## src/yrc_pkg.sv

```systemverilog
// yrc_pkg: widths, fixed-point weights, register map and saturation helper
// for the YUV/RGB pixel converter. No dependencies.
package yrc_pkg;

   localparam int SAMPLE_W = 8;
   localparam int PIXEL_W  = 24;
   localparam int TERM_W   = 19;   // largest weighted sum magnitude is below 2^18
   localparam int FRAC_W   = 8;
   localparam int SHR_W    = TERM_W - FRAC_W;
   localparam int OFS_W    = SHR_W + 1;
   localparam int CH_N     = 3;

   localparam int CSR_ADDR_W = 3;
   localparam int CSR_DATA_W = 32;

   // word index decoded from paddr[2]
   localparam logic REG_TO_RGB = 1'b0;

   localparam logic MODE_TO_RGB = 1'b1;
   localparam logic MODE_TO_YUV = 1'b0;

   // YUV to RGB weights
   localparam logic signed [TERM_W-1:0] C_RV = 19'sd292;
   localparam logic signed [TERM_W-1:0] C_GU = -19'sd101;
   localparam logic signed [TERM_W-1:0] C_GV = -19'sd149;
   localparam logic signed [TERM_W-1:0] C_BU = 19'sd520;

   // RGB to YUV weights
   localparam logic signed [TERM_W-1:0] C_YR = 19'sd77;
   localparam logic signed [TERM_W-1:0] C_YG = 19'sd150;
   localparam logic signed [TERM_W-1:0] C_YB = 19'sd29;
   localparam logic signed [TERM_W-1:0] C_UR = -19'sd38;
   localparam logic signed [TERM_W-1:0] C_UG = -19'sd74;
   localparam logic signed [TERM_W-1:0] C_UB = 19'sd112;
   localparam logic signed [TERM_W-1:0] C_VR = 19'sd157;
   localparam logic signed [TERM_W-1:0] C_VG = -19'sd132;
   localparam logic signed [TERM_W-1:0] C_VB = -19'sd26;

   localparam logic signed [OFS_W-1:0] CHROMA_OFS = 12'sd128;

   typedef logic signed [TERM_W-1:0] term_type;

   function automatic logic [SAMPLE_W-1:0] sat8(input logic signed [OFS_W-1:0] x);
      logic [SAMPLE_W-1:0] r;
      if (x < 0) begin
         r = '0;
      end else if (x > $signed(OFS_W'(255))) begin
         r = '1;
      end else begin
         r = x[SAMPLE_W-1:0];
      end
      return r;
   endfunction

endpackage

```

## src/yrc_req_if.sv

```systemverilog
// yrc_req_if: input word channel (valid/ready plus YUV and packed RGB fields).
// Depends on yrc_pkg.
interface yrc_req_if;
   import yrc_pkg::*;
   logic                valid;
   logic                ready;
   logic [SAMPLE_W-1:0] luma_in;
   logic [SAMPLE_W-1:0] u_in;
   logic [SAMPLE_W-1:0] v_in;
   logic [PIXEL_W-1:0]  rgb_in;

   modport source (output valid, luma_in, u_in, v_in, rgb_in, input ready);
   modport sink   (input valid, luma_in, u_in, v_in, rgb_in, output ready);
endinterface

```

## src/yrc_rsp_if.sv

```systemverilog
// yrc_rsp_if: result word channel (valid/ready plus packed RGB and YUV fields).
// Depends on yrc_pkg.
interface yrc_rsp_if;
   import yrc_pkg::*;
   logic                valid;
   logic                ready;
   logic [PIXEL_W-1:0]  rgb_out;
   logic [SAMPLE_W-1:0] luma_out;
   logic [SAMPLE_W-1:0] u_out;
   logic [SAMPLE_W-1:0] v_out;

   modport source (output valid, rgb_out, luma_out, u_out, v_out, input ready);
   modport sink   (input valid, rgb_out, luma_out, u_out, v_out, output ready);
endinterface

```

## src/yuv_rgb_pixel_converter_unit.sv

```systemverilog
// yuv_rgb_pixel_converter_unit: four-stage YUV<->RGB pixel converter with APB
// direction register. Depends on yrc_pkg, yrc_req_if, yrc_rsp_if.
// One word per cycle unless rsp_chan.ready stalls; stages are input register, constant
// multiply, three-term add, shift/saturate output register.
// Each stage fills its bubble on its own, so input is taken while a result waits.
// Reset: synchronous; clears all valid bits and sets to_rgb to 1.
module yuv_rgb_pixel_converter_unit (
   input  logic                                clock,
   input  logic                                reset,
   yrc_req_if.sink                             req_chan,
   yrc_rsp_if.source                           rsp_chan,
   input  logic                                psel,
   input  logic                                penable,
   input  logic                                pwrite,
   input  logic [yrc_pkg::CSR_ADDR_W-1:0]      paddr,
   input  logic [yrc_pkg::CSR_DATA_W-1:0]      pwdata,
   output logic [yrc_pkg::CSR_DATA_W-1:0]      prdata,
   output logic                                pready
);
   import yrc_pkg::*;

   // ---- configuration ----
   logic to_rgb_ff, to_rgb_in;

   assign pready = 1'b1;

   always_comb begin
      to_rgb_in = to_rgb_ff;
      if (psel && penable && pwrite && pready && (paddr[2] == REG_TO_RGB)) begin
         to_rgb_in = pwdata[0];
      end
   end

   always_comb begin
      prdata = '0;
      if (paddr[2] == REG_TO_RGB) begin
         prdata[0] = to_rgb_ff;
      end
   end

   always_ff @(posedge clock) begin
      if (reset) begin
         to_rgb_ff <= MODE_TO_RGB;
      end else begin
         to_rgb_ff <= to_rgb_in;
      end
   end

   // ---- stage handshakes ----
   logic v1_ff, v2_ff, v3_ff, v4_ff;
   logic rdy1, rdy2, rdy3, rdy4;

   assign rdy4 = !v4_ff || rsp_chan.ready;
   assign rdy3 = !v3_ff || rdy4;
   assign rdy2 = !v2_ff || rdy3;
   assign rdy1 = !v1_ff || rdy2;
   assign req_chan.ready = rdy1;

   always_ff @(posedge clock) begin
      if (reset) begin
         v1_ff <= 1'b0;
         v2_ff <= 1'b0;
         v3_ff <= 1'b0;
         v4_ff <= 1'b0;
      end else begin
         if (rdy1) v1_ff <= req_chan.valid;
         if (rdy2) v2_ff <= v1_ff;
         if (rdy3) v3_ff <= v2_ff;
         if (rdy4) v4_ff <= v3_ff;
      end
   end

   // ---- stage 1: input register ----
   logic                mode1_ff;
   logic [SAMPLE_W-1:0] y1_ff, u1_ff, v1s_ff;
   logic [PIXEL_W-1:0]  rgb1_ff;

   always_ff @(posedge clock) begin
      if (rdy1 && req_chan.valid) begin
         mode1_ff <= to_rgb_ff;
         y1_ff    <= req_chan.luma_in;
         u1_ff    <= req_chan.u_in;
         v1s_ff   <= req_chan.v_in;
         rgb1_ff  <= req_chan.rgb_in;
      end
   end

   // ---- stage 2: constant products, three terms per channel ----
   term_type prod_a_in[CH_N], prod_b_in[CH_N], prod_c_in[CH_N];
   term_type prod_a_ff[CH_N], prod_b_ff[CH_N], prod_c_ff[CH_N];
   logic     mode2_ff;

   logic signed [SAMPLE_W-1:0] u_s, v_s;
   term_type                   u_t, v_t, ybase, r_t, g_t, b_t;

   always_comb begin
      // sample - 128 is the sample with its top bit flipped
      u_s   = {~u1_ff[SAMPLE_W-1], u1_ff[SAMPLE_W-2:0]};
      v_s   = {~v1s_ff[SAMPLE_W-1], v1s_ff[SAMPLE_W-2:0]};
      u_t   = TERM_W'(u_s);
      v_t   = TERM_W'(v_s);
      ybase = term_type'({y1_ff, {FRAC_W{1'b0}}});
      r_t   = term_type'(rgb1_ff[23:16]);
      g_t   = term_type'(rgb1_ff[15:8]);
      b_t   = term_type'(rgb1_ff[7:0]);
      if (mode1_ff == MODE_TO_RGB) begin
         prod_a_in[0] = ybase;
         prod_b_in[0] = TERM_W'(C_RV * v_t);
         prod_c_in[0] = '0;
         prod_a_in[1] = ybase;
         prod_b_in[1] = TERM_W'(C_GU * u_t);
         prod_c_in[1] = TERM_W'(C_GV * v_t);
         prod_a_in[2] = ybase;
         prod_b_in[2] = TERM_W'(C_BU * u_t);
         prod_c_in[2] = '0;
      end else begin
         prod_a_in[0] = TERM_W'(C_YR * r_t);
         prod_b_in[0] = TERM_W'(C_YG * g_t);
         prod_c_in[0] = TERM_W'(C_YB * b_t);
         prod_a_in[1] = TERM_W'(C_UR * r_t);
         prod_b_in[1] = TERM_W'(C_UG * g_t);
         prod_c_in[1] = TERM_W'(C_UB * b_t);
         prod_a_in[2] = TERM_W'(C_VR * r_t);
         prod_b_in[2] = TERM_W'(C_VG * g_t);
         prod_c_in[2] = TERM_W'(C_VB * b_t);
      end
   end

   always_ff @(posedge clock) begin
      if (rdy2 && v1_ff) begin
         mode2_ff  <= mode1_ff;
         prod_a_ff <= prod_a_in;
         prod_b_ff <= prod_b_in;
         prod_c_ff <= prod_c_in;
      end
   end

   // ---- stage 3: weighted sums ----
   term_type sum_in[CH_N], sum_ff[CH_N];
   logic     mode3_ff;

   always_comb begin
      for (int k = 0; k < CH_N; k++) begin
         sum_in[k] = prod_a_ff[k] + prod_b_ff[k] + prod_c_ff[k];
      end
   end

   always_ff @(posedge clock) begin
      if (rdy3 && v2_ff) begin
         mode3_ff <= mode2_ff;
         sum_ff   <= sum_in;
      end
   end

   // ---- stage 4: floor shift, chroma offset, saturate, output register ----
   logic signed [OFS_W-1:0] ofs_val[CH_N];
   logic [SAMPLE_W-1:0]     chan_sat[CH_N];
   logic [PIXEL_W-1:0]      rgb_out_in, rgb_out_ff;
   logic [SAMPLE_W-1:0]     luma_out_in, luma_out_ff;
   logic [SAMPLE_W-1:0]     u_out_in, u_out_ff;
   logic [SAMPLE_W-1:0]     v_out_in, v_out_ff;

   always_comb begin
      for (int k = 0; k < CH_N; k++) begin
         ofs_val[k] = OFS_W'($signed(sum_ff[k][TERM_W-1:FRAC_W]));
         // U and V carry the +128 offset in the RGB to YUV direction
         if ((mode3_ff == MODE_TO_YUV) && (k != 0)) begin
            ofs_val[k] = ofs_val[k] + CHROMA_OFS;
         end
         chan_sat[k] = sat8(ofs_val[k]);
      end
      rgb_out_in  = '0;
      luma_out_in = '0;
      u_out_in    = '0;
      v_out_in    = '0;
      if (mode3_ff == MODE_TO_RGB) begin
         rgb_out_in = {chan_sat[0], chan_sat[1], chan_sat[2]};
      end else begin
         luma_out_in = chan_sat[0];
         u_out_in    = chan_sat[1];
         v_out_in    = chan_sat[2];
      end
   end

   always_ff @(posedge clock) begin
      if (rdy4 && v3_ff) begin
         rgb_out_ff  <= rgb_out_in;
         luma_out_ff <= luma_out_in;
         u_out_ff    <= u_out_in;
         v_out_ff    <= v_out_in;
      end
   end

   assign rsp_chan.valid    = v4_ff;
   assign rsp_chan.rgb_out  = rgb_out_ff;
   assign rsp_chan.luma_out = luma_out_ff;
   assign rsp_chan.u_out    = u_out_ff;
   assign rsp_chan.v_out    = v_out_ff;

endmodule
```

## src/flat_wrapper.sv

```systemverilog
// flat-port wrapper written by rule: the top's interface ports become plain ports
module yuv_rgb_pixel_converter_unit_flat import yrc_pkg::*;
  (clock, reset, psel, penable, pwrite, paddr, pwdata, prdata, pready, req_chan_valid, req_chan_luma_in, req_chan_u_in, req_chan_v_in, req_chan_rgb_in, req_chan_ready, rsp_chan_valid, rsp_chan_rgb_out, rsp_chan_luma_out, rsp_chan_u_out, rsp_chan_v_out, rsp_chan_ready);
  yrc_req_if req_chan_i ();
  yrc_rsp_if rsp_chan_i ();
  input  logic clock;
  input  logic reset;
  input  logic psel;
  input  logic penable;
  input  logic pwrite;
  input  logic [yrc_pkg::CSR_ADDR_W-1:0] paddr;
  input  logic [yrc_pkg::CSR_DATA_W-1:0] pwdata;
  output logic [yrc_pkg::CSR_DATA_W-1:0] prdata;
  output logic pready;
  input wire logic [$bits(req_chan_i.valid)-1:0] req_chan_valid;
  input wire logic [$bits(req_chan_i.luma_in)-1:0] req_chan_luma_in;
  input wire logic [$bits(req_chan_i.u_in)-1:0] req_chan_u_in;
  input wire logic [$bits(req_chan_i.v_in)-1:0] req_chan_v_in;
  input wire logic [$bits(req_chan_i.rgb_in)-1:0] req_chan_rgb_in;
  output wire logic [$bits(req_chan_i.ready)-1:0] req_chan_ready;
  output wire logic [$bits(rsp_chan_i.valid)-1:0] rsp_chan_valid;
  output wire logic [$bits(rsp_chan_i.rgb_out)-1:0] rsp_chan_rgb_out;
  output wire logic [$bits(rsp_chan_i.luma_out)-1:0] rsp_chan_luma_out;
  output wire logic [$bits(rsp_chan_i.u_out)-1:0] rsp_chan_u_out;
  output wire logic [$bits(rsp_chan_i.v_out)-1:0] rsp_chan_v_out;
  input wire logic [$bits(rsp_chan_i.ready)-1:0] rsp_chan_ready;
  assign req_chan_i.valid = req_chan_valid;
  assign req_chan_i.luma_in = req_chan_luma_in;
  assign req_chan_i.u_in = req_chan_u_in;
  assign req_chan_i.v_in = req_chan_v_in;
  assign req_chan_i.rgb_in = req_chan_rgb_in;
  assign req_chan_ready = req_chan_i.ready;
  assign rsp_chan_valid = rsp_chan_i.valid;
  assign rsp_chan_rgb_out = rsp_chan_i.rgb_out;
  assign rsp_chan_luma_out = rsp_chan_i.luma_out;
  assign rsp_chan_u_out = rsp_chan_i.u_out;
  assign rsp_chan_v_out = rsp_chan_i.v_out;
  assign rsp_chan_i.ready = rsp_chan_ready;
  yuv_rgb_pixel_converter_unit u_core (.clock(clock), .reset(reset), .req_chan(req_chan_i), .rsp_chan(rsp_chan_i), .psel(psel), .penable(penable), .pwrite(pwrite), .paddr(paddr), .pwdata(pwdata), .prdata(prdata), .pready(pready));
endmodule
```

## config.mk

```make
export PLATFORM = sky130hd
export DESIGN_NAME = yuv_rgb_pixel_converter_unit_flat
export DESIGN_NICKNAME = d
export VERILOG_FILES = /design/src/yrc_pkg.sv /design/src/yrc_req_if.sv /design/src/yrc_rsp_if.sv /design/src/yuv_rgb_pixel_converter_unit.sv /design/src/flat_wrapper.sv
export SDC_FILE = /design/constraint.sdc
export NUM_CORES = 1
export LEC_CHECK = 0
export BUFFER_PORTS_ARGS = -buffer_cell sky130_fd_sc_hd__buf_2
export CORE_AREA = 2 2 334 336
export CTS_BUF_LIST = sky130_fd_sc_hd__clkbuf_2
export DETAILED_ROUTE_END_ITERATION = 8
export DIE_AREA = 0 0 336 338
export PLACE_DENSITY_LB_ADDON = 0.25
export SLEW_MARGIN = 20
export SYNTH_ARGS = -nofsm -noshare
export SYNTH_HDL_FRONTEND = slang
export SYNTH_SLANG_ARGS = --single-unit
export TNS_END_PERCENT = 5
```

## constraint.sdc

```tcl
create_clock -name clock -period 10.41 [get_ports clock]
set_input_delay 1.5615 -clock clock [delete_from_list [all_inputs] [get_ports clock]]
set_output_delay 1.5615 -clock clock [all_outputs]
set_load 0.005 [all_outputs]
```

# Word-level counts from Yosys, hierarchy flattened
# Index checks and enable logic that the tools add are counted.
dict set report op_classes {
  n_addsub 8
  multipliers 13
  div_mod_pow 0
  order_cmp 6
  n_eq_ne 0
  shift 0
  mux 12
  bitwise 3
  reduce_logical 15
}
# op count
set op_table {}
lappend op_table {{19-bit adder} 5}
lappend op_table {{8-bit by 8-bit multiplier with 16-bit output (first input constant)} 4}
lappend op_table {{57-bit two-way mux} 1}
lappend op_table {{54-bit two-way mux} 1}
lappend op_table {{8-bit two-way mux} 6}
lappend op_table {{38-bit two-way mux} 1}
lappend op_table {{7-bit by 9-bit multiplier with 16-bit output (first input constant)} 2}
lappend op_table {{7-bit by 8-bit multiplier with 15-bit output (first input constant)} 2}
lappend op_table {{11-bit by 9-bit adder with 12-bit output (second input constant)} 2}
lappend op_table {{12-bit by 9-bit > comparator with 1-bit output (second input constant)} 2}
lappend op_table {{12-bit by 1-bit < comparator with 1-bit output (second input constant)} 2}
lappend op_table {{12-bit two-way mux} 2}
lappend op_table {{19-bit by 14-bit adder with 19-bit output} 1}
lappend op_table {{9-bit by 8-bit multiplier with 17-bit output (first input constant)} 1}
lappend op_table {{6-bit by 9-bit multiplier with 15-bit output (first input constant)} 1}
lappend op_table {{5-bit by 9-bit multiplier with 14-bit output (first input constant)} 1}
lappend op_table {{5-bit by 8-bit multiplier with 13-bit output (first input constant)} 1}
lappend op_table {{11-bit by 9-bit > comparator with 1-bit output (second input constant)} 1}
lappend op_table {{11-bit by 1-bit < comparator with 1-bit output (second input constant)} 1}
lappend op_table {{3-bit by 8-bit multiplier with 11-bit output (first input constant)} 1}
lappend op_table {{1-bit logical AND} 7}
lappend op_table {{1-bit logical NOT} 4}
lappend op_table {{1-bit logical OR} 4}
lappend op_table {{1-bit inverter} 3}
lappend op_table {{1-bit two-way mux} 1}
dict set report word_totals {
  reg_bits 326
  latchBits 0
  ram_bits 0
  mem_bits_ro 0
  inputBits 90
  out_inout_bits 83
  word_cells 93
  n_memories 0
}

# Depth between registers and ports, before layout
# Gate-level depths: netlist of the first run.
dict set report logic_depth {
  ltp_word 6
  ltp_mapped 17
  depth_no_buf 17
}

# Least setup slack after synthesis of the first run
# Ideal clock, no wire load.
dict set report synth_timing {
  path_type {input to register}
  from {input port rsp_chan_ready}
  to {register u_core.mode2_ff (enable)}
  t_arrival_ps 7819
  required_time_ps 9763
  slack_ps 1944
  stages 3
  path_cell_list {nor2b_1 -> and3_1 -> nor2b_1}
}
dict set report synth_between {
  elab_chain_cells 4
}
# item line_no
set synth_lines {}
lappend synth_lines {{start, declared} flat_wrapper.sv:26} ;# input wire logic [$bits(rsp_chan_i.ready)-1:0] rsp_chan_ready;
lappend synth_lines {{1-bit logical OR} yuv_rgb_pixel_converter_unit.sv:53} ;# assign rdy4 = !v4_ff || rsp_chan.ready;
lappend synth_lines {{1-bit logical OR} yuv_rgb_pixel_converter_unit.sv:54} ;# assign rdy3 = !v3_ff || rdy4;
lappend synth_lines {{1-bit logical OR} yuv_rgb_pixel_converter_unit.sv:55} ;# assign rdy2 = !v2_ff || rdy3;
lappend synth_lines {{1-bit logical AND} yuv_rgb_pixel_converter_unit.sv:130} ;# if (rdy2 && v1_ff) begin
lappend synth_lines {{end signal, assigned} yuv_rgb_pixel_converter_unit.sv:131} ;# mode2_ff <= mode1_ff;
lappend synth_lines {{end, declared} yuv_rgb_pixel_converter_unit.sv:91} ;# logic mode2_ff;
# Every way passes these cells.
# A chain may end at the register's enable or synchronous reset.

==> flow_metrics.tcl, run 1 <==
set metrics [dict create \
    status "finished, final reports clean" \
    place_ws_ns 5.28 \
    criticalPathCategory "reg2reg" \
    synth_edf_count 266 \
    vias_per_cell 4.02 \
    timing.final.crit_share_pct 48.4 \
    port_buffers 107 \
    layout.nets 3206 \
    clock_latency_ns 1.16 \
    p_int_mw 3.76 \
    yosysWarnings 0 \
    grtUsageTotal_pct 11.5 \
    yosys.area.top_type "edfxtp_1" \
    wl_um 63800 \
    path_clk_slew_ns 0.09 \
    setup_tns_ns 0 \
    critical_path_required_ns 11.37 \
    seqPwrFrac_pct 23.3 \
    worstPathMaxFanout 10 \
    ys_seq_elements 271 \
    first_pass_iters 5 \
    slew_viol_final 0 \
    syn_area_per_cell_um2 10.9 \
    rsz0062_at_grt "false" \
    fmax_mhz 198 \
    dieArea_um2 114000 \
    synth_area_um2 25200 \
    start_kind "flip-flop" \
    place_area_um2 27400 \
    postRouteAntennaNets 0 \
    whs_ns 0.452 \
    grt_max_degree 140 \
    setup_ws_ns 5.37 \
    crit_path_end_kind "flip-flop" \
    die_y_um 338 \
    cts_root_buffer "clkbuf_2" \
    relSlewSlack_pct 37.0 \
    setup_violations 0 \
    finClkSkew_ns 0.129 \
    async_flop_share_pct 0 \
    layout_common_cells "ha_1 (436), inv_1 (400), edfxtp_1 (266), fa_1 (212), nor2_1 (174)" \
    hp-class "reg2reg" \
    p_sw_mw 3.27 \
    antenna_found_initial 2 \
    crit_arrival_ns 6.00 \
    ys_seq_area_share_pct 32.1 \
    cts_hold_buf 0 \
    drt_iter0_markers 731 \
    core_um2 110000 \
    htree_levels 3 \
    syn_inst 2300 \
    synth_top_area_share_pct 31.7 \
    combPwrFrac_pct 64.5 \
    worst_pin_slew_ns 0.945 \
    maxCapViolations 0 \
    dp.cells 3871 \
    power_density_nw_per_um2 250 \
    die_w_um 336 \
    io_pins 173 \
    hold_viol 0 \
    grt_overflow 0 \
    cts-resized-gates 0 \
    ys_types 63 \
    cts_sinks 271 \
    finalPower_mw 7.03 \
    drt-wirelength-per-cell_um 15.9 \
    layout_commonest_cell "ha_1" \
    design_area_um2 28200 \
    final_cells 4021 \
    leakagePower_nw 12.9 \
    final_util_pct 25.6 \
    place_congestion 0.796 \
    row_count 122 \
    start_util_pct 22.9 \
    drive_gt1_share_pct 10.8 \
    ys.flop_type "edfxtp_1" \
    synth_area_leaders "edfxtp_1 (32%), ha_1 (22%), fa_1 (17%)" \
    grt_pass1_vias 16500 \
    cts_buffer_depth 3 \
    grt_first_pass_wirelength_um 98200 \
    switching_share_pct 46.5 \
    dr_total_vias 16200 \
    finalCriticalPeriod_ns 5.04 \
    cts_tree "done" \
    syn_to_final_growth_pct 12.0 \
    hpwlAfterDp_um 51100 \
    ir_drop_mv 0.119 \
    post-cts-setup-buffers 0 \
    cts_buffers 83 \
    drcViolationCount 0 \
    p_clk_share_pct 12.2 \
]
-- worst paths after layout --
check	start	to	slack, ns	depth (start not counted)
max	u_core.rgb1_ff[12]$_DFFE_PP_	u_core.prod_b_ff[18]$_DFFE_PP_	5.37	16
min	u_core.mode2_ff$_DFFE_PP_	u_core.mode3_ff$_DFFE_PP_	0.45	0
max reg2reg	u_core.rgb1_ff[12]$_DFFE_PP_	u_core.prod_b_ff[18]$_DFFE_PP_	5.37	16
min reg2reg	u_core.mode2_ff$_DFFE_PP_	u_core.mode3_ff$_DFFE_PP_	0.45	0
-- final cells by class --
type,instances,area (µm²)
Antenna cell,4,10.0
Clock buffer,111,556
Clock inverter,35,195
Fill cell,11800,81900
Inverter,400,1500
Multi-Input combinational cell,1598,15400
Sequential cell,271,8090
Tap cell,1488,1860
Timing Repair Buffer,114,601
-- metal layers --
layer / GRT usage, % / up-vias / share of wire (%)
li1: - / 8147 / -
met3: 2.09 / 98 / 3.5
met2: 17.9 / 274 / 44
met4: 3.83 / 0 / 2.7
met1: 16.1 / 7642 / 50
met5: 0 / - / 0
-- cells in the mapped netlist, drive strengths merged (3+ instances only) --
| cell | instances |
|---|---|
| o22ai | 5 |
| o41ai | 5 |
| buf | 39 |
| edfxtp | 266 |
| nor3 | 38 |
| nand3 | 17 |
| a21oi | 104 |
| mux2 | 4 |
| fa | 212 |
| or4 | 3 |
| nor2b | 29 |
| nand2b | 15 |
| o21ai | 90 |
| a2111oi | 4 |
| xor2 | 47 |
| dfxtp | 5 |
| o21bai | 20 |
| a21o | 42 |
| and2 | 5 |
| or2 | 14 |
| o211ai | 9 |
| or3 | 8 |
| a211oi | 12 |
| a31o | 7 |
| clkbuf | 22 |
| a21boi | 3 |
| nand3b | 3 |
| and3 | 3 |
| a31oi | 12 |
| o41a | 4 |
| o31ai | 10 |
| inv | 400 |
| o21a | 21 |
| ha | 436 |
| o2111ai | 3 |
| nor2 | 174 |
| mux2i | 7 |
| nand4 | 14 |
| nand2 | 77 |
| a211o | 4 |
| xnor2 | 87 |
-- power groups by stage --
stage	Clock [mW]	Combinational (mW)	Sequential [mW]
after global placement	0	4.58	1.67
after floorplan	0	3.41	1.60
after detailed placement	0	4.58	1.67
after CTS	0.930	4.62	1.65
final	0.861	4.54	1.64
after global routing	0.976	5.20	1.66
-- critical path, cell delays in order, from the launching register on --
cell	delay, ns
edfxtp_1	0.67
fa_1	0.62
inv_1	0.05
fa_1	0.47
inv_1	0.06
fa_1	0.52
inv_1	0.05
fa_1	0.53
inv_1	0.04
ha_1	0.37
a21o_1	0.14
nand2_1	0.06
and3_1	0.20
o41ai_2	0.50
mux2i_1	0.13
or2_2	0.32
a21oi_1	0.13
-- flip-flops by register name, summed over array words and instances (netlist names) --
register and count:
u_core.mode1_ff 1, u_core.mode2_ff 1, u_core.mode3_ff 1, u_core.ofs_val 11
u_core.prod_a_ff 41, u_core.prod_b_ff 50, u_core.prod_c_ff 43, u_core.rgb1_ff 24
u_core.rsp_chan.luma_out 8, u_core.rsp_chan.rgb_out 24, u_core.rsp_chan.u_out 8, u_core.rsp_chan.v_out 8
u_core.rsp_chan.valid 1, u_core.sum_ff 22, u_core.to_rgb_ff 1, u_core.u1_ff 8
u_core.v1_ff 1, u_core.v1s_ff 8, u_core.v2_ff 1, u_core.v3_ff 1
u_core.y1_ff 8
-- kinds of logic (layout without fill, tap and decap cells) --
kind of cell / count (synthesis) / in the layout / synth area share (%)
AND/OR/NAND/NOR: 404 / 404 / 7.32
flip-flops: 271 / 271 / 32.1
multiplexers: 11 / 11 / 0.457
buffers and inverters: 461 / 660 / 7.35
XOR/XNOR: 134 / 134 / 4.66
other: 2 / 36 / 0.0298
adder cells (fa/ha/maj): 648 / 648 / 38.5
AO/OA/AOI/OAI: 369 / 369 / 9.49
Note: power is estimated with default switching activity, not from simulation.
==> run 2: changes to the inputs <==
==> constraint.sdc (replaced) <==
create_clock -name clock -period 4.5 [get_ports clock]
set_input_delay 0.675 -clock clock [delete_from_list [all_inputs] [get_ports clock]]
set_output_delay 0.675 -clock clock [all_outputs]
set_load 0.005 [all_outputs]
==> flow_metrics.tcl, run 2 (synthesis gave the netlist of run 1 again) <==
set metrics [dict create \
    rrSetupSlack_ns 0.10 \
    grtUsageTotal_pct 11.7 \
    path_clk_slew_ns 0.08 \
    use_met1_pct 16.5 \
    finalCriticalPeriod_ns 4.40 \
    cts_tree "done" \
    worstPathMaxFanout 4 \
    syn_to_final_growth_pct 18.5 \
    hpwlAfterDp_um 52600 \
    criticalPathCategory "reg2reg" \
    grt_first_pass_wirelength_um 100000 \
    critical_path_required_ns 5.36 \
    finalPower_mw 17.2 \
    drt_iter0_markers 683 \
    drcViolationCount 0 \
    crit_path_end_kind "flip-flop" \
    place_ws_ns -0.0693 \
    start_kind "flip-flop" \
    worst_pin_slew_ns 0.858 \
    grt_overflow 0 \
    place_congestion 0.832 \
    grt.busiest_layer "met2" \
    clock_latency_ns 1.19 \
    layout.nets 3378 \
    die_y_um 338 \
    vias_per_cell 3.96 \
    layout_commonest_cell "ha_1" \
    timing.final.crit_share_pct 97.7 \
    first_pass_iters 4 \
    ir_drop_mv 0.269 \
    row_count 122 \
    htree_levels 3 \
    setup_violations 0 \
    fmax_mhz 228 \
    postRouteAntennaNets 0 \
    dieArea_um2 114000 \
    rsz0062_at_grt "true" \
    io_pins 173 \
    crit_arrival_ns 5.26 \
    drt-wirelength-per-cell_um 15.5 \
    leakagePower_nw 13.8 \
    finClkSkew_ns 0.188 \
    hold_viol 0 \
    setup_ws_ns 0.105 \
    seqCellArea_um2 8090 \
    antenna_found_initial 7 \
    cts_root_buffer "clkbuf_2" \
    largestRegisters "u_core.prod_b_ff (50), u_core.prod_c_ff (43), u_core.prod_a_ff (41)" \
    grt_util_met3_pct 2.00 \
    dr_total_vias 16600 \
    power_density_nw_per_um2 576 \
    layout_common_cells "ha_1 (427), inv_1 (395), edfxtp_1 (266), fa_1 (211), nor2_1 (174)" \
    cts_buffer_depth 3 \
    cts_buffers 83 \
    fill_cells 11800 \
    slew_viol_final 0 \
    drive_gt1_share_pct 15.8 \
    cts_sinks 271 \
    die_w_um 336 \
    setup_tns_ns 0 \
    hp-class "in2reg" \
    maxCapViolations 0 \
    core_um2 110000 \
    start_util_pct 22.9 \
    grtUsageMet2_pct 18.2 \
    grt_max_degree 136 \
    port_buffers 107 \
    relSlewSlack_pct 42.8 \
    top_register "u_core.prod_b_ff" \
    multiInputGateArea_um2 15600 \
    status "finished, final reports clean" \
    grt_pass1_vias 16900 \
    wl_um 64900 \
    largest_reg_flops 50 \
]
==> run 2: worst paths after layout <==
| kind | start | end | depth (start not counted) |
|---|---|---|---|
| worst max-delay path | u_core.rgb1_ff[14]$_DFFE_PP_ | u_core.prod_b_ff[17]$_DFFE_PP_ | 16 |
| worst min-delay path | req_chan_rgb_in[2] | u_core.rgb1_ff[2]$_DFFE_PP_ | 2 |
| worst max register to register | u_core.rgb1_ff[14]$_DFFE_PP_ | u_core.prod_b_ff[17]$_DFFE_PP_ | 16 |
| worst min register to register | u_core.mode2_ff$_DFFE_PP_ | u_core.mode3_ff$_DFFE_PP_ | 0 |
==> run 2: repair_timing <==
action | in CTS | in global routing
pin swaps | 3 | 21
setup buffers | 1 | 14
hold buffers | 55 | 0
setup endpoints to repair | 5 | 15
gates resized for setup | 5 | 38
gates cloned | 0 | 0
hold endpoints to repair | 53 | 0
==> run 2: metal layers <==
metal	routed length [µm]	vias to the layer above
li1	-	8480
met4	1370	4
met2	28800	259
met1	32600	7774
met3	2160	88
met5	31	-
==> run 2: area by class of cell <==
| cell class | count | share of cell area, % |
|---|---|---|
| Sequential cell | 271 | 27.1 |
| Inverter | 400 | 5.03 |
| Antenna cell | 3 | 0.0252 |
| Tap cell | 1488 | 6.24 |
| Multi-Input combinational cell | 1598 | 52.1 |
| Timing Repair Buffer | 286 | 6.90 |
| Clock buffer | 117 | 1.96 |
| Clock inverter | 26 | 0.591 |
==> run 2: power by group <==
part / total, mW / leakage [nW] / internal (mW) / switching [mW]
logic: 11.4 / 10.7 / 5.16 / 6.25
registers: 3.73 / 2.56 / 3.47 / 0.255
clock network: 2.04 / 0.570 / 0.825 / 1.21
total: 17.2 / 13.8 / 9.46 / 7.71
==> run 2: metrics by stage <==
stage               hold slack (ns)  instance area, µm²  utilization [%]  cells
global route                 0.0686               29800             27.1   4189
global placement              0.402               28200             25.6   3973
finish                        0.221               29800             27.1   4189
CTS                         0.00110               29600             26.9   4172
floorplan                     0.400               25300                -   2330
detailed placement            0.405               28200             25.6   3973
==> run 2: worst max-delay path, stage by stage, from the launching register on <==
cell and delay, ns:
edfxtp_1 0.43, fa_1 0.56, inv_2 0.04, fa_1 0.51, inv_2 0.04, fa_1 0.48
inv_2 0.04, fa_1 0.51, inv_2 0.05, ha_4 0.28, o2111ai_2 0.13, and3_4 0.21
o41ai_4 0.32, buf_4 0.17, mux2i_1 0.17, or2_4 0.16, a21oi_1 0.04
==> run 3: changes to the inputs <==
--- a/config.mk
+++ b/config.mk
@@ -11,6 +11,7 @@
 export DETAILED_ROUTE_END_ITERATION = 8
 export DIE_AREA = 0 0 336 338
 export PLACE_DENSITY_LB_ADDON = 0.25
+export RECOVER_POWER = 25
 export SLEW_MARGIN = 20
 export SYNTH_ARGS = -nofsm -noshare
 export SYNTH_HDL_FRONTEND = slang
==> flow_metrics.tcl, run 3 (synthesis gave the netlist of run 1 again) <==
set metrics [dict create \
    layout.nets 3378 \
    fmax_mhz 227 \
    cp-startpoint "u_core.rgb1_ff[14]$_DFFE_PP_" \
    setup_ws_ns 0.104 \
    grt_pass1_vias 16900 \
    cts_buffer_depth 3 \
    maxCapViolations 1 \
    rrSetupSlack_ns 0.10 \
    drt_iter0_markers 650 \
    clock_latency_ns 1.20 \
    layout_common_cells "ha_1 (427), inv_1 (395), edfxtp_1 (266), fa_1 (211), nor2_1 (174)" \
    setup_violations 0 \
    rsz0062_at_grt "true" \
    largest_reg_flops 50 \
    dieArea_um2 114000 \
    die_w_um 336 \
    slowest_delay_ns 0.56 \
    seqPwrFrac_pct 21.7 \
    rr_worst_depth 16 \
    path_clk_slew_ns 0.08 \
    crit_path_end_kind "flip-flop" \
    cts_root_buffer "clkbuf_2" \
    largestRegisters "u_core.prod_b_ff (50), u_core.prod_c_ff (43), u_core.prod_a_ff (41)" \
    first_pass_iters 4 \
    power_density_nw_per_um2 576 \
    start_kind "flip-flop" \
    port_buffers 107 \
    syn_to_final_growth_pct 18.4 \
    relSlewSlack_pct -74.5 \
    htree_levels 3 \
    cts_tree "done" \
    drt-wirelength-per-cell_um 15.5 \
    crit_arrival_ns 5.26 \
    dr_total_vias 16600 \
    hp-class "in2reg" \
    grt_first_pass_wirelength_um 100000 \
    layout_commonest_cell "ha_1" \
    p_int_mw 9.46 \
    p_sw_mw 7.72 \
    ir_drop_mv 0.269 \
    finClkSkew_ns 0.195 \
    grt_overflow 0 \
    cp-endpoint "u_core.prod_b_ff[17]$_DFFE_PP_" \
    cp_cell_sequence "fa_1 > inv_2 > fa_1 > inv_2 > fa_1 > inv_2 > fa_1 > inv_2 > ha_4 > o2111ai_2 > and3_4 > o41ai_4 > buf_4 > mux2i_1 > or2_4 > a21oi_1" \
    switching_share_pct 44.9 \
    drive_gt1_share_pct 15.2 \
    top_register "u_core.prod_b_ff" \
    hpwlAfterDp_um 52600 \
    wl_um 64900 \
    setup_tns_ns 0 \
    drcViolationCount 0 \
    final_util_pct 27.1 \
    timing.rr.start "u_core.rgb1_ff[14]$_DFFE_PP_" \
    p_clk_share_pct 11.9 \
    violations "capacitance limit, slew limit" \
    cts_sinks 271 \
    place_ws_ns -0.0693 \
    start_util_pct 22.9 \
    status "complete, but fails checks" \
    combPwrFrac_pct 66.4 \
    hold_viol 0 \
    row_count 122 \
    io_pins 173 \
    grtUsageTotal_pct 11.7 \
    leakagePower_nw 13.7 \
    vias_per_cell 3.96 \
    worstPathMaxFanout 4 \
    r2r_end "u_core.prod_b_ff[17]$_DFFE_PP_" \
    grt_max_degree 136 \
    place_area_um2 28200 \
    die_y_um 338 \
    worst_pin_slew_ns 2.62 \
    postRouteAntennaNets 0 \
    antenna_found_initial 7 \
    hold_start "req_chan_rgb_in[2]" \
    criticalPathCategory "reg2reg" \
    finalCriticalPeriod_ns 4.40 \
    place_congestion 0.832 \
    finalPower_mw 17.2 \
    cpMaxStageDelayCell "fa_1" \
    timing.final.crit_share_pct 97.7 \
    core_um2 110000 \
    critical_path_required_ns 5.36 \
    slew_viol_final 49 \
    design_area_um2 29800 \
    cts_buffers 83 \
]
==> run 3: cell types whose count changed in the layout (fill, tap and decap cells not counted), sizes merged <==
cell,delta
clkbuf,+13
buf,-13
==> run 3: how the worst min path moves through the flow <==
stage	to	slack [ns]	cells past startpoint
after global routing	u_core.u1_ff[6]$_DFFE_PP_	0.07	2
after detailed placement	u_core.mode3_ff$_DFFE_PP_	0.40	0
after global placement	u_core.mode3_ff$_DFFE_PP_	0.40	0
after CTS	u_core.rgb1_ff[15]$_DFFE_PP_	0.001	2
after floorplan	u_core.mode3_ff$_DFFE_PP_	0.40	0
final	u_core.rgb1_ff[2]$_DFFE_PP_	0.22	2
==> run 3: what timing repair did <==
action                                 4_1_cts  5_1_grt
endpoints found under the hold margin       53        0
resized for setup                            5       38
hold buffers                                55        0
pin swaps                                    3       21
setup buffers                                1       14
setup endpoints to repair                    5       15
==> run 3: power by group through the flow <==
stage | combinational (mW) | sequential, mW | clock (mW)
after global placement | 11.1 | 3.81 | 0
after detailed placement | 11.1 | 3.81 | 0
after CTS | 11.3 | 3.75 | 2.19
after global routing | 13.0 | 3.78 | 2.29
after floorplan | 7.89 | 3.70 | 0
final | 11.4 | 3.73 | 2.04
==> run 3: final cells by class <==
type / instances / area, µm²
Fill cell: 11800 / 80300
Multi-Input combinational cell: 1598 / 15500
Sequential cell: 271 / 8090
Timing Repair Buffer: 286 / 2030
Tap cell: 1488 / 1860
Inverter: 400 / 1500
Clock buffer: 117 / 586
Clock inverter: 26 / 176
Antenna cell: 3 / 7.51
==> run 3: through the flow <==
step | cells | hold WS, ns
after floorplan | 2330 | 0.400
after global placement | 3973 | 0.402
after detailed placement | 3973 | 0.405
after CTS | 4172 | 0.00110
after global routing | 4189 | 0.0686
final | 4189 | 0.215
==> run 3: routing by layer <==
layer  routed length [µm]  track usage, %
met2                28800            18.2
met4                 1370            3.19
met5                   31               0
met1                32600            16.5
met3                 2100            2.00
==> run 3: worst max-delay path: cells and delay by family (launching register included) <==
kind,cells,cell delay (ns)
AOI/OAI and AO/OA,3,0.49
and+or+nand+nor,2,0.37
muxes,1,0.17
DFF,1,0.43
buffers and inverters,5,0.34
adders and majority gates,5,2.34
